===== src/design/mrc_pkg.sv =====
package mrc_pkg;

  localparam logic [7:0] HDR_RESTART = 8'hCA;
  localparam logic [7:0] HDR_FRAME   = 8'hFE;
  localparam logic [7:0] CMD_SPEED   = 8'h73;
  localparam logic [7:0] CMD_PING    = 8'h70;
  localparam logic [7:0] ID_RIGHT    = 8'h72;
  localparam logic [7:0] ID_LEFT     = 8'h6C;
  localparam logic [7:0] ID_TURRET   = 8'h74;

  localparam int unsigned FRAME_LEN  = 5;
  localparam int unsigned NUM_MOTORS = 3;

  localparam logic [2:0] FRAME_LAST = 3'd4;
  localparam logic [2:0] FRAME_FULL = 3'd5;

  localparam logic [1:0] MOTOR_RIGHT  = 2'd0;
  localparam logic [1:0] MOTOR_LEFT   = 2'd1;
  localparam logic [1:0] MOTOR_TURRET = 2'd2;

  localparam logic [1:0] REG_RAMP_DIV   = 2'd0;
  localparam logic [1:0] REG_WD_TIMEOUT = 2'd1;

  localparam logic [15:0] RAMP_DIV_RST   = 16'd10000;
  localparam logic [23:0] WD_TIMEOUT_RST = 24'd5000000;

  typedef struct packed {
    logic       set_en;
    logic [1:0] motor;
    logic [7:0] speed;
    logic       dir;
    logic       kick;
  } cmd_t;

  typedef struct packed {
    logic ramp_en;
    logic wd_fire;
  } tick_ctl_t;

endpackage


===== src/design/mrc_frame.sv =====
module mrc_frame
  import mrc_pkg::*;
(
  input  logic       clk,
  input  logic       rst_n,
  input  logic       step,
  input  logic       has_byte,
  input  logic [7:0] byte_value,
  output cmd_t       cmd
);

  logic [7:0] bytes_r [0:FRAME_LEN-2];
  logic [2:0] count_r;
  logic [2:0] count_nxt;
  logic       store;
  logic       done;

  assign store = step && has_byte && (byte_value != HDR_RESTART) && (count_r < FRAME_FULL);
  assign done  = store && (count_r == FRAME_LAST);

  always_comb begin
    count_nxt = count_r;
    if (step && has_byte) begin
      if (byte_value == HDR_RESTART) begin
        count_nxt = 3'd0;
      end else if (count_r < FRAME_FULL) begin
        count_nxt = count_r + 3'd1;
      end
    end
  end

  always_ff @(posedge clk) begin
    if (!rst_n) begin
      count_r <= 3'd0;
    end else begin
      count_r <= count_nxt;
    end
  end

  always_ff @(posedge clk) begin
    if (store && (count_r != FRAME_LAST)) begin
      bytes_r[count_r[1:0]] <= byte_value;
    end
  end

  always_comb begin
    cmd        = '0;
    cmd.speed  = bytes_r[3];
    cmd.dir    = (byte_value != 8'd0);
    cmd.motor  = MOTOR_RIGHT;
    if (bytes_r[2] == ID_LEFT) begin
      cmd.motor = MOTOR_LEFT;
    end else if (bytes_r[2] == ID_TURRET) begin
      cmd.motor = MOTOR_TURRET;
    end
    if (done && (bytes_r[0] == HDR_FRAME)) begin
      cmd.set_en = (bytes_r[1] == CMD_SPEED);
      cmd.kick   = (bytes_r[1] == CMD_SPEED) || (bytes_r[1] == CMD_PING);
    end
  end

endmodule


===== src/design/mrc_motor.sv =====
module mrc_motor
  import mrc_pkg::*;
(
  input  logic       clk,
  input  logic       rst_n,
  input  logic       step,
  input  tick_ctl_t  ctl,
  input  logic       set_en,
  input  logic [7:0] set_speed,
  input  logic       set_dir,
  output logic [7:0] speed_nxt,
  output logic       dir_nxt
);

  logic [7:0] tgt_r;
  logic       tdir_r;
  logic [7:0] cur_r;
  logic       cdir_r;
  logic [7:0] tgt_nxt;
  logic       tdir_nxt;

  always_comb begin
    speed_nxt = cur_r;
    dir_nxt   = cdir_r;
    tgt_nxt   = tgt_r;
    tdir_nxt  = tdir_r;
    if (ctl.ramp_en) begin
      if (cdir_r != tdir_r) begin
        if (cur_r != 8'd0) begin
          speed_nxt = cur_r - 8'd1;
        end
        if (speed_nxt == 8'd0) begin
          dir_nxt = tdir_r;
        end
      end else if (cur_r < tgt_r) begin
        speed_nxt = cur_r + 8'd1;
      end else if (cur_r > tgt_r) begin
        speed_nxt = cur_r - 8'd1;
      end
    end
    if (ctl.wd_fire) begin
      tgt_nxt   = 8'd0;
      speed_nxt = 8'd0;
    end
    if (set_en) begin
      tgt_nxt  = set_speed;
      tdir_nxt = set_dir;
    end
  end

  always_ff @(posedge clk) begin
    if (!rst_n) begin
      tgt_r  <= 8'd0;
      tdir_r <= 1'b0;
      cur_r  <= 8'd0;
      cdir_r <= 1'b0;
    end else if (step) begin
      tgt_r  <= tgt_nxt;
      tdir_r <= tdir_nxt;
      cur_r  <= speed_nxt;
      cdir_r <= dir_nxt;
    end
  end

endmodule


===== src/design/motor_ramp_command_controller.sv =====
// A request accepted into the input register has its result registered in the output
// register, which drives out_tdata.
// Throughput: one request per cycle while out_tready stays high. When a result waits,
// the input register takes one more request and then in_tready drops.
// Reset: synchronous, active low; all speeds, targets, counters and the frame
// count clear, and the ramp divider and watchdog timeout return to 10000 and 5000000.
module motor_ramp_command_controller
  import mrc_pkg::*;
(
  input  logic        clk,
  input  logic        rst_n,
  input  logic        in_tvalid,
  output logic        in_tready,
  input  logic [7:0]  in_tdata,   // [7:0] byte_value
  input  logic [0:0]  in_tuser,   // [0] opcode
  output logic        out_tvalid,
  input  logic        out_tready,
  output logic [47:0] out_tdata,  // right_fwd, right_rev, left_fwd, left_rev,
                                  // turret_fwd, turret_rev duty, 8 bits each
  output logic [0:0]  out_tuser,  // [0] watchdog_fired
  input  logic        cfg_valid,
  output logic        cfg_ready,
  input  logic [1:0]  cfg_index,
  input  logic [23:0] cfg_data
);

  logic        in_valid_r;
  logic [7:0]  in_byte_r;
  logic        in_op_r;
  logic        advance;

  logic [15:0] ramp_div_r;
  logic [23:0] wd_timeout_r;
  logic [15:0] ramp_ticks_r;
  logic [23:0] idle_ticks_r;
  logic [15:0] ramp_inc;
  logic [23:0] idle_inc;

  tick_ctl_t   ctl;
  cmd_t        cmd;

  logic [7:0]  spd [0:NUM_MOTORS-1];
  logic        dir [0:NUM_MOTORS-1];
  logic [47:0] duty_nxt;

  logic        out_valid_r;
  logic [47:0] out_data_r;
  logic        out_fired_r;

  assign advance   = in_valid_r && (!out_valid_r || out_tready);
  assign in_tready = !in_valid_r || advance;
  assign cfg_ready = 1'b1;

  always_ff @(posedge clk) begin
    if (!rst_n) begin
      in_valid_r <= 1'b0;
    end else if (in_tready) begin
      in_valid_r <= in_tvalid;
    end
  end

  always_ff @(posedge clk) begin
    if (in_tready && in_tvalid) begin
      in_byte_r <= in_tdata;
      in_op_r   <= in_tuser[0];
    end
  end

  always_ff @(posedge clk) begin
    if (!rst_n) begin
      ramp_div_r   <= RAMP_DIV_RST;
      wd_timeout_r <= WD_TIMEOUT_RST;
    end else if (cfg_valid) begin
      if (cfg_index == REG_RAMP_DIV) begin
        ramp_div_r <= cfg_data[15:0];
      end else if (cfg_index == REG_WD_TIMEOUT) begin
        wd_timeout_r <= cfg_data;
      end
    end
  end

  assign ramp_inc    = ramp_ticks_r + 16'd1;
  assign idle_inc    = idle_ticks_r + 24'd1;
  assign ctl.ramp_en = (ramp_inc == ramp_div_r);
  assign ctl.wd_fire = (idle_inc == wd_timeout_r);

  always_ff @(posedge clk) begin
    if (!rst_n) begin
      ramp_ticks_r <= 16'd0;
      idle_ticks_r <= 24'd0;
    end else if (advance) begin
      ramp_ticks_r <= ctl.ramp_en ? 16'd0 : ramp_inc;
      idle_ticks_r <= cmd.kick ? 24'd0 : idle_inc;
    end
  end

  mrc_frame u_frame (
    .clk        (clk),
    .rst_n      (rst_n),
    .step       (advance),
    .has_byte   (in_op_r),
    .byte_value (in_byte_r),
    .cmd        (cmd)
  );

  for (genvar m = 0; m < NUM_MOTORS; m++) begin : g_motor
    mrc_motor u_motor (
      .clk       (clk),
      .rst_n     (rst_n),
      .step      (advance),
      .ctl       (ctl),
      .set_en    (cmd.set_en && (cmd.motor == 2'(m))),
      .set_speed (cmd.speed),
      .set_dir   (cmd.dir),
      .speed_nxt (spd[m]),
      .dir_nxt   (dir[m])
    );
    assign duty_nxt[16*m +: 8]     = dir[m] ? 8'd0 : spd[m];
    assign duty_nxt[16*m + 8 +: 8] = dir[m] ? spd[m] : 8'd0;
  end

  always_ff @(posedge clk) begin
    if (!rst_n) begin
      out_valid_r <= 1'b0;
    end else if (advance) begin
      out_valid_r <= 1'b1;
    end else if (out_tready) begin
      out_valid_r <= 1'b0;
    end
  end

  always_ff @(posedge clk) begin
    if (advance) begin
      out_data_r  <= duty_nxt;
      out_fired_r <= ctl.wd_fire;
    end
  end

  assign out_tvalid   = out_valid_r;
  assign out_tdata    = out_data_r;
  assign out_tuser[0] = out_fired_r;

  a_fired_zero: assert property (@(posedge clk) disable iff (!rst_n)
    (out_tvalid && out_tuser[0]) |-> (out_tdata == 48'd0))
    else $error("watchdog result carries a nonzero duty");

  a_one_side: assert property (@(posedge clk) disable iff (!rst_n)
    out_tvalid |-> ((out_tdata[7:0] == 8'd0 || out_tdata[15:8] == 8'd0) &&
                    (out_tdata[23:16] == 8'd0 || out_tdata[31:24] == 8'd0) &&
                    (out_tdata[39:32] == 8'd0 || out_tdata[47:40] == 8'd0)))
    else $error("a motor drives forward and reverse at once");

  a_hold_input: assert property (@(posedge clk) disable iff (!rst_n)
    (in_valid_r && !advance) |=> in_valid_r)
    else $error("pending input request dropped");

  a_ramp_bound: assert property (@(posedge clk) disable iff (!rst_n)
    (advance && ctl.ramp_en) |=> (ramp_ticks_r == 16'd0))
    else $error("ramp counter not cleared after a ramp step");

endmodule

===== config.mk =====
export PLATFORM = sky130hd
export DESIGN_NAME = motor_ramp_command_controller
export DESIGN_NICKNAME = d
export VERILOG_FILES = /design/src/design/mrc_pkg.sv /design/src/design/mrc_frame.sv /design/src/design/mrc_motor.sv /design/src/design/motor_ramp_command_controller.sv
export SDC_FILE = /design/constraint.sdc
export NUM_CORES = 1
export LEC_CHECK = 0
export CORE_MARGIN = 5
export CORE_UTILIZATION = 60
export CTS_BUF_LIST = sky130_fd_sc_hd__clkbuf_8
export DETAILED_ROUTE_END_ITERATION = 6
export DONT_BUFFER_PORTS = 1
export GPL_TIMING_DRIVEN = 0
export HOLD_SLACK_MARGIN = 0.15
export PLACE_DENSITY = 0.78
export SYNTH_ARGS = -nofsm -noshare
export SYNTH_HDL_FRONTEND = slang
export SYNTH_SLANG_ARGS = --single-unit
export TNS_END_PERCENT = 10

===== constraint.sdc =====
create_clock -name clk -period 3.13 [get_ports clk]
set_clock_uncertainty 0.1 [all_clocks]
set_input_delay 0.313 -clock clk [delete_from_list [all_inputs] [get_ports clk]]
set_output_delay 0.313 -clock clk [all_outputs]
set_load 0.01 [all_outputs]

* Word level (Yosys, flattened, before mapping)
Memory sizes are Yosys's and may differ from the RTL's.
Cells that the tools add are included.
Widths: inputs -> output; s select.
** Word-level totals
- Register bits :: 197
- Latch bits :: 0
- Bits in writable memories :: 32
- Memory bits (read-only) :: 0
- Bits of input ports :: 40
- Output and inout port bits :: 52
- Logic and storage cells :: 151
- Memories kept :: 1
** Operators by class
- $add $sub $neg :: 9
- $mul :: 0
- Div/mod/pow operators :: 0
- Order comparisons :: 7
- Equal/unequal tests :: 17
- Shift-type cells :: 0
- Multiplexer cells :: 49
- Bitwise gates (word level) :: 1
- Reductions and logical operators :: 39
** Memories
- u_frame.bytes_r :: depth 4, width 8, rd ports 4, clocked after Yosys merged registers in 0, write ports 1, RTL line mrc_frame.sv:12 : logic [7:0] bytes_r [0:FRAME_LEN-2];
** Operator list (count)
- $mux 8 :: 28
- $eq 8x7->1 const B :: 4
- $reduce_bool 8->1 :: 4
- $add 24x1->24 const B :: 1
- $add 8x1->8 const B :: 3
- $eq 24x24->1 :: 1
- $gt 8x8->1 :: 3
- $logic_not 8->1 :: 3
- $lt 8x8->1 :: 3
- $mux 24 :: 1
- $sub 8x1->8 const B :: 3
- $add 16x1->16 const B :: 1
- $eq 16x16->1 :: 1
- $eq 8x8->1 const B :: 2
- $mux 16 :: 1
- $reduce_and 2->1 :: 8
- $mux 1 :: 15
- $logic_and 1x1->1 :: 11
- $reduce_bool 2->1 :: 5
- $ne 8x8->1 const B :: 1
- $mux 3 :: 2
- $eq 2x1->1 const B :: 2
- $logic_not 2->1 :: 2
- $mux 2 :: 2
- 10 further kinds :: 15

* Logic depth before layout (Yosys ltp)
Gate-level depths: netlist of run 1.
- Word-level depth :: 12
- Gate-level depth with buffers :: 13
- Mapped depth without buffers :: 10

* Hierarchy
Synthesis of run 1 repeated with hierarchy kept, for this count alone.
** Unflattened totals
- Cell total of the unflattened synthesis :: 1610
- Area, all modules :: 13743.2 um^2
** Modules (own cells, without submodules)
- motor_ramp_command_controller :: times used 1, cells each 761, area an instance 6859.1 um^2, sequential area each 3383.2 um^2
- mrc_motor :: times used 3, cells each 254, area an instance 1840.5 um^2, sequential area each 360.3 um^2
- mrc_frame :: times used 1, cells each 87, area an instance 1362.6 um^2, sequential area each 1021.0 um^2

* Least setup slack after synthesis of run 1
Ideal clock, no wire load.
- Path kind :: register to register
- From :: register out_valid_r (netlist: out_tvalid)
- To :: register g_motor[0].u_motor.cdir_r
- Setup time :: 89 ps
- Data arrival time :: 3159 ps
- Data required time :: 2941 ps
- Slack :: -218 ps
- Cell stages (with the launch flop) :: 9
- Path buffers :: 3
- Clock period less this slack :: 3348 ps
- Path through :: dfxtp_1 > nor2b_1 > nand2b_1 > inv_1 > clkbuf_1 > clkbuf_1 > clkbuf_1 > o21ai_0 > a21oi_1
** On the way
- Cells in the longest elaborated chain, start to end :: 3
** Ends and longest elaborated chain
- start: declaration :: RTL line motor_ramp_command_controller.sv:46 : logic out_valid_r;
- start signal: assignment :: RTL line motor_ramp_command_controller.sv:124 : out_valid_r <= 1'b0;
- start signal: assignment :: RTL line motor_ramp_command_controller.sv:126 : out_valid_r <= 1'b1;
- start signal: assignment :: RTL line motor_ramp_command_controller.sv:128 : out_valid_r <= 1'b0;
- $logic_not 1->1 :: RTL line motor_ramp_command_controller.sv:50 : assign advance = in_valid_r && (!out_valid_r || out_tready);
- $logic_or 1x1->1 :: RTL line motor_ramp_command_controller.sv:50
- $logic_and 1x1->1 :: RTL line motor_ramp_command_controller.sv:50
- via advance :: RTL line motor_ramp_command_controller.sv:30 : logic advance;
- end signal: assignment :: RTL line mrc_motor.sv:61 : cdir_r <= dir_nxt;
- end: declaration :: RTL line mrc_motor.sv:18 : logic cdir_r;
The timed path passes the listed nets, and every way through them passes these cells.
A chain may end at the register's enable or synchronous reset.

* Final worst setup path of run 1
- From :: register idle_ticks_r[9]
- To :: register out_data_r[3] (netlist: out_tdata[3]), data pin
** On the way
- Cells in the longest elaborated chain, start to end :: 3
** Ends and longest elaborated chain
- start: declaration :: RTL line motor_ramp_command_controller.sv:35 : logic [23:0] idle_ticks_r;
- start signal: assignment :: RTL line motor_ramp_command_controller.sv:93 : idle_ticks_r <= cmd.kick ? 24'd0 : idle_inc;
- $add 24x1->24 :: RTL line motor_ramp_command_controller.sv:83 : assign idle_inc = idle_ticks_r + 24'd1;
- $eq 24x24->1 :: RTL line motor_ramp_command_controller.sv:85 : assign ctl.wd_fire = (idle_inc == wd_timeout_r);
- $mux 8 :: RTL line mrc_motor.sv:41 : if (ctl.wd_fire) begin
- end signal: assignment :: RTL line motor_ramp_command_controller.sv:134 : out_data_r <= duty_nxt;
- end: declaration :: RTL line motor_ramp_command_controller.sv:47 : logic [47:0] out_data_r;
Every way passes these cells.

==> reports/qor.yml, run 1 <==
status: "complete, but fails checks"
violations: "setup timing"
ys_ff_latch: 229
async_reset_ff_frac: 0
cts_max_level: 2
dpl.hpwl_um: 26800
relSlewSlack: 0.387
holdCritPathClass: "input pin to flop"
timing.final.crit_share: 1.03
max_stage_delay_ps: 460
cts.path.max_buffers: 3
synth_edf_count: 90
io_pins: 92
track_usage: 0.284
met3_usage: 0.0453
switching_share: 0.247
rows: 54
syn_inst: 1515
cts_sinks: 229
setup_viol: 7
seqPwrFrac: 0.501
grt_pass1_wl_um: 60100
critPathArrivalTime_ps: 3520
internal-power_mw: 4.85
die-width_um: 159
grt_max_degree: 59
antenna_left: 0
syn_nets: 1594
worstSkewPairLatency_ps: 560
tightest_slew_ps: 919
crit_required_ps: 3430
cpMaxStageDelayCell: "or3b_4"
cp-start-kind: "flop"
cts_tree: "built"
period_needed_ps: 3220
antennaDiodeCount: 0
drtPass1Iterations: 6
fp.dieH_um: 159
grt_overflow: 0
drcViolationCount: 0
drive_above_1_share: 0.144
postSynthAreaPerCell_um2: 8.83
initial_core_util: 0.611
comb_power_share: 0.066
grt_pass1_vias: 11419
gr-usage-met2: 0.470
dieArea_um2: 25400
switchingPower_mw: 1.59
power.total_mw: 6.44
pwr-share-clk: 0.433
synth_cell_types: 98
final_common_cell: "nand2_1"
final_cell_mix: "215 x nand2_1, 130 x dfxtp_1, 90 x edfxtp_1, 63 x a21oi_1, 61 x o21ai_0"
r2r_slack_ps: -90
wl_um: 39100
fmax_mhz: 310
netlist_area_um2: 13400
slew_violations: 0
yosys_warnings: 0
ys.flop_type: "dfxtp_1"
path_max_fanout: 10
first_iter_violations: 1119
nNetsFinal: 1714
cts.clk_slew.worst_paths_ps: 70
vias: 12347
hold_viol: 0
ys_seq_area_frac: 0.410
io_buffers: 0
power_density_nw_per_um2: 410
cts_root_buf: "clkbuf_8"
core-area_um2: 21900
crit_family: "simple AND/OR/NAND/NOR gates"
wl_per_cell_um: 20.1
grt_antenna_before_repair: 0
crit_type: "flop to flop"
routabilityCongestion: 0.983
rsz0062_at_grt: "yes"
crit_path_end_kind: "flop"
layout_setup_ws_ps: -91.8
cts_made_buffers: 40
via_per_inst: 6.35
power.leakage_nw: 5.60
fin_area_um2: 15700
busiest_layer: "met2"
holdWs_ps: 196
cp_num_buf_inv: 3
worst_ir_drop_vdd_mv: 0.387
worstPathCellList: "buf_2 -> nand3_1 -> nor4_4 -> buf_4 -> a211oi_1 -> nor4_1 -> nand2_2 -> nand4_4 -> buf_6 -> or3b_4 -> nor2_2"
area_growth_pct: 17.6
utilization: 0.719
max-cap-violations: 0
grt.met1_usage: 0.375
placed_cell_area_um2: 13700
==> final timing paths <==
path                            endpoint  cells after the start                        start
min reg2reg  g_motor[1].u_motor.tgt_r[1]                      2  g_motor[1].u_motor.tgt_r[1]
max                         out_tdata[3]                     11              idle_ticks_r[9]
max reg2reg                 out_tdata[3]                     11              idle_ticks_r[9]
min                       ramp_div_r[14]                      4                 cfg_index[0]
==> cell usage after synthesis (all sizes together), types with 24 or more instances <==
cell type	number	area (um2)
nor2	67	269
ha	39	488
o21ai	81	417
inv	46	173
nor4	28	209
xnor2	53	464
nand4	33	243
clkbuf	63	236
edfxtp	90	2700
nand2	217	820
a21oi	68	344
nand3	53	270
nor2b	49	307
nor3	59	322
a21boi	46	345
o22ai	26	163
dfxtp	139	2780
xor2	25	219
buf	34	210
and2	24	154
==> cells by family (layout without fill, tap and decap cells) <==
logic type      after synthesis  after routing  share of synthesized area
other cells                   1              1                   0.000280
compound gates              366            366                      0.186
simple gates                646            646                      0.260
mux                          13             13                     0.0100
fa+ha+maj                    39             39                     0.0365
flops                       229            229                      0.410
xor+xnor                     78             78                     0.0511
buf+inv                     143            292                     0.0463
==> per-layer routing <==
layer,wire length [um],part of all wire
met5,0,0
met4,1280,0.033
met3,3260,0.083
met2,18600,0.47
met1,16000,0.41
==> power by group through the flow <==
stage               Clock [mW]  Sequential (mW)  Combinational (mW)
CTS                       2.81             3.23               0.395
floorplan                    0             3.27               0.244
global placement             0             3.29               0.331
detailed placement           0             3.29               0.337
global route              2.97             3.23               0.455
finish                    2.79             3.23               0.426
==> sequential cells by signal (all words and copies together), names as in the netlist <==
register / count
out_tuser: 1
g_motor.u_motor.cdir_r: 3
u_frame.count_r: 3
wd_timeout_r: 24
in_byte_r: 8
in_valid_r: 1
g_motor.u_motor.tgt_r: 24
ramp_div_r: 16
out_tdata: 48
idle_ticks_r: 24
ramp_ticks_r: 16
u_frame.bytes_r: 32
g_motor.u_motor.tdir_r: 3
in_op_r: 1
out_tvalid: 1
g_motor.u_motor.cur_r: 24
==> per-stage QoR <==
step                      instances  worst slack [ps]  setup TNS [ps]
after global routing           1944              -126           -3090
after detailed placement       1795              -520          -62090
after floorplan                1515               168               0
after CTS                      1914             -12.6           -48.2
final                          1944             -91.8            -481
after global placement         1795              -543          -56530
==> repair_timing <==
action,4_1_cts,5_1_grt
endpoints found under the hold margin,68,0
setup endpoints to repair,165,113
hold buffers,43,0
gates resized for setup,40,97
cloned,0,3
setup buffers,6,30
pin swaps,9,29
==> layout make-up <==
type	count	area, um2
buffer	93	538
clock buffer	43	592
clock inverter	28	215
fill	1639	6160
inverter	46	173
multi-input combinational	1143	7580
sequential	229	5510
tap	280	350
timing repair buffer	82	776
==> worst register-to-register path, cell delays in order, from the launching register on <==
cell	delay (ps)
dfxtp_1	380
buf_2	250
nand3_1	160
nor4_4	360
buf_4	180
a211oi_1	60
nor4_1	420
nand2_2	170
nand4_4	240
buf_6	160
or3b_4	460
nor2_2	130
(Power assumes the default switching activity.)
==> run 2: changes to the inputs <==
Settings changed: HOLD_SLACK_MARGIN 0.15 to 0.12, PLACE_DENSITY 0.78 to 0.88.
==> run 2 against run 1 <==
The flow finishes with violations (DRC, setup timing). Global-route usage grew 1.4 points. Critical endpoint is now g_motor[0].u_motor.cur_r[6]. Cell area increased by 0.12%. First-iteration DRC count rose by 34%. Non-clock buffer count fell by 8. Sequential share of layout area is 0.074 points lower. Largest cell class unchanged. Final cell count fell by 0.36%. Core utilization is 0.086 points higher. Worst hold slack worse by 62 ps. Critical path depth increased by 2.
==> reports/qor.yml, run 2 (synthesis gave the netlist of run 1 again) <==
status: "complete, but fails checks"
violations: "DRC, setup timing"
cts.clk_slew.worst_paths_ps: 70
fmax_mhz: 309
crit_path_end_kind: "flop"
slew_violations: 0
dieArea_um2: 25400
dp.cells: 1795
cts_tree: "built"
drive_above_1_share: 0.145
setup_viol: 5
worst_ir_drop_vdd_mv: 0.376
fp.dieH_um: 159
nNetsFinal: 1705
crit_required_ps: 3480
cts.path.max_buffers: 3
grt_max_degree: 59
r2r_start: "ramp_ticks_r[0]"
gr-usage-met2: 0.490
initial_core_util: 0.611
dpl.hpwl_um: 27900
die-width_um: 159
relSlewSlack: 0.442
area_growth_pct: 17.8
path_max_fanout: 8
grt.met1_usage: 0.392
tightest_slew_ps: 837
met3_usage: 0.0435
holdWs_ps: 134
cts_root_buf: "clkbuf_8"
rsz0062_at_grt: "yes"
rows: 54
antenna_left: 0
drtPass1Iterations: 7
vias: 12733
wl_um: 41300
min-delay-start: "in_tvalid"
final_common_cell: "nand2_1"
seqPwrFrac: 0.484
cts_made_buffers: 39
drcViolationCount: 1
final_cells: 1937
cts_sinks: 229
internal-power_mw: 5.03
routabilityCongestion: 0.985
crit_type: "flop to flop"
largest_reg_flops: 48
critPathArrivalTime_ps: 3590
cts_max_level: 2
setup_tns_ps: -142
core-area_um2: 21900
pwr-share-clk: 0.453
holdCritPathClass: "input pin to flop"
seq_area_um2: 5500
layout_setup_ws_ps: -102
period_needed_ps: 3230
io_buffers: 0
final_cell_mix: "215 x nand2_1, 132 x dfxtp_1, 90 x edfxtp_1, 62 x a21oi_1, 58 x o21ai_0"
wl_per_cell_um: 21.3
grt_pass1_vias: 11945
power.leakage_nw: 5.55
nFillCells: 1562
startpoint: "ramp_ticks_r[0]"
hold_viol: 0
io_pins: 92
first_iter_violations: 1498
comb_power_share: 0.064
timing.final.crit_share: 1.03
busiest_layer: "met2"
track_usage: 0.298
grt_pass1_wl_um: 63200
grt_antenna_before_repair: 1
switchingPower_mw: 1.64
multi_input_area_um2: 7610
via_per_inst: 6.57
max-cap-violations: 0
grt_overflow: 0
cp-start-kind: "flop"
switching_share: 0.246
power_density_nw_per_um2: 424
worstSkewPairLatency_ps: 570
-- run 2: cell count changes in the layout (fill, tap and decap cells not counted), sizes merged --
cell	before	now
buf	73	62
bufinv	3	6
clkinv	8	15
clkinvlp	4	3
diode	0	1
inv	59	53
-- run 2: cell type report --
class | instances | area share
antenna | 1 | 0.000159
buffer | 94 | 0.0350
clock buffer | 40 | 0.0350
clock inverter | 31 | 0.0196
inverter | 46 | 0.0110
multi-input combinational | 1143 | 0.483
sequential | 229 | 0.349
tap | 280 | 0.0222
timing repair buffer | 73 | 0.0445
-- run 2: worst paths after layout --
path	to	slack [ps]	depth (start not counted)
max	g_motor[0].u_motor.cur_r[6]	-100	13
min	in_byte_r[2]	130	1
max reg2reg	g_motor[0].u_motor.cur_r[6]	-100	13
min reg2reg	g_motor[1].u_motor.tgt_r[6]	370	2
-- run 2: power by group through the flow --
stage	clock, mW	combinational, mW	sequential, mW
5_1_grt	3.18	0.452	3.23
3_3_place_gp	0	0.329	3.29
2_1_floorplan	0	0.244	3.27
4_1_cts	3.03	0.390	3.23
6_report	3.02	0.424	3.23
3_5_place_dp	0	0.336	3.29
-- run 2: metrics by stage --
step                      total power [mW]   util  cell area (um2)  setup slack, ps
final                                 6.67  0.719            15700             -102
after global routing                  6.87  0.719            15700             -192
after CTS                             6.65  0.695            15200            -31.3
after detailed placement              3.63  0.627            13700             -553
after global placement                3.62  0.627            13700             -491
after floorplan                       3.51      -            13400              168
-- run 2: metal layers --
layer,vias up,share of wire
li1,5762,-
met1,5957,0.39
met2,814,0.47
met3,200,0.093
met4,0,0.050
met5,-,0
-- run 2: timing repair --
item                                    in CTS  in global routing
hold buffers                                43                  0
pin swaps                                    4                 26
resized for setup                           52                 88
endpoints found under the setup margin     167                121
gates cloned                                 0                  3
endpoints found under the hold margin       51                  0
setup buffers                                3                 24
-- run 2: worst max-delay path: stages (launching register included) --
cell	delay, ps
dfxtp_4	390
ha_4	130
buf_6	90
and4_1	170
buf_6	120
nand4_1	160
xnor2_2	220
nor4_2	250
buf_4	170
nand4_4	230
buf_12	250
nor2_2	350
a21oi_1	150
a211oi_1	320
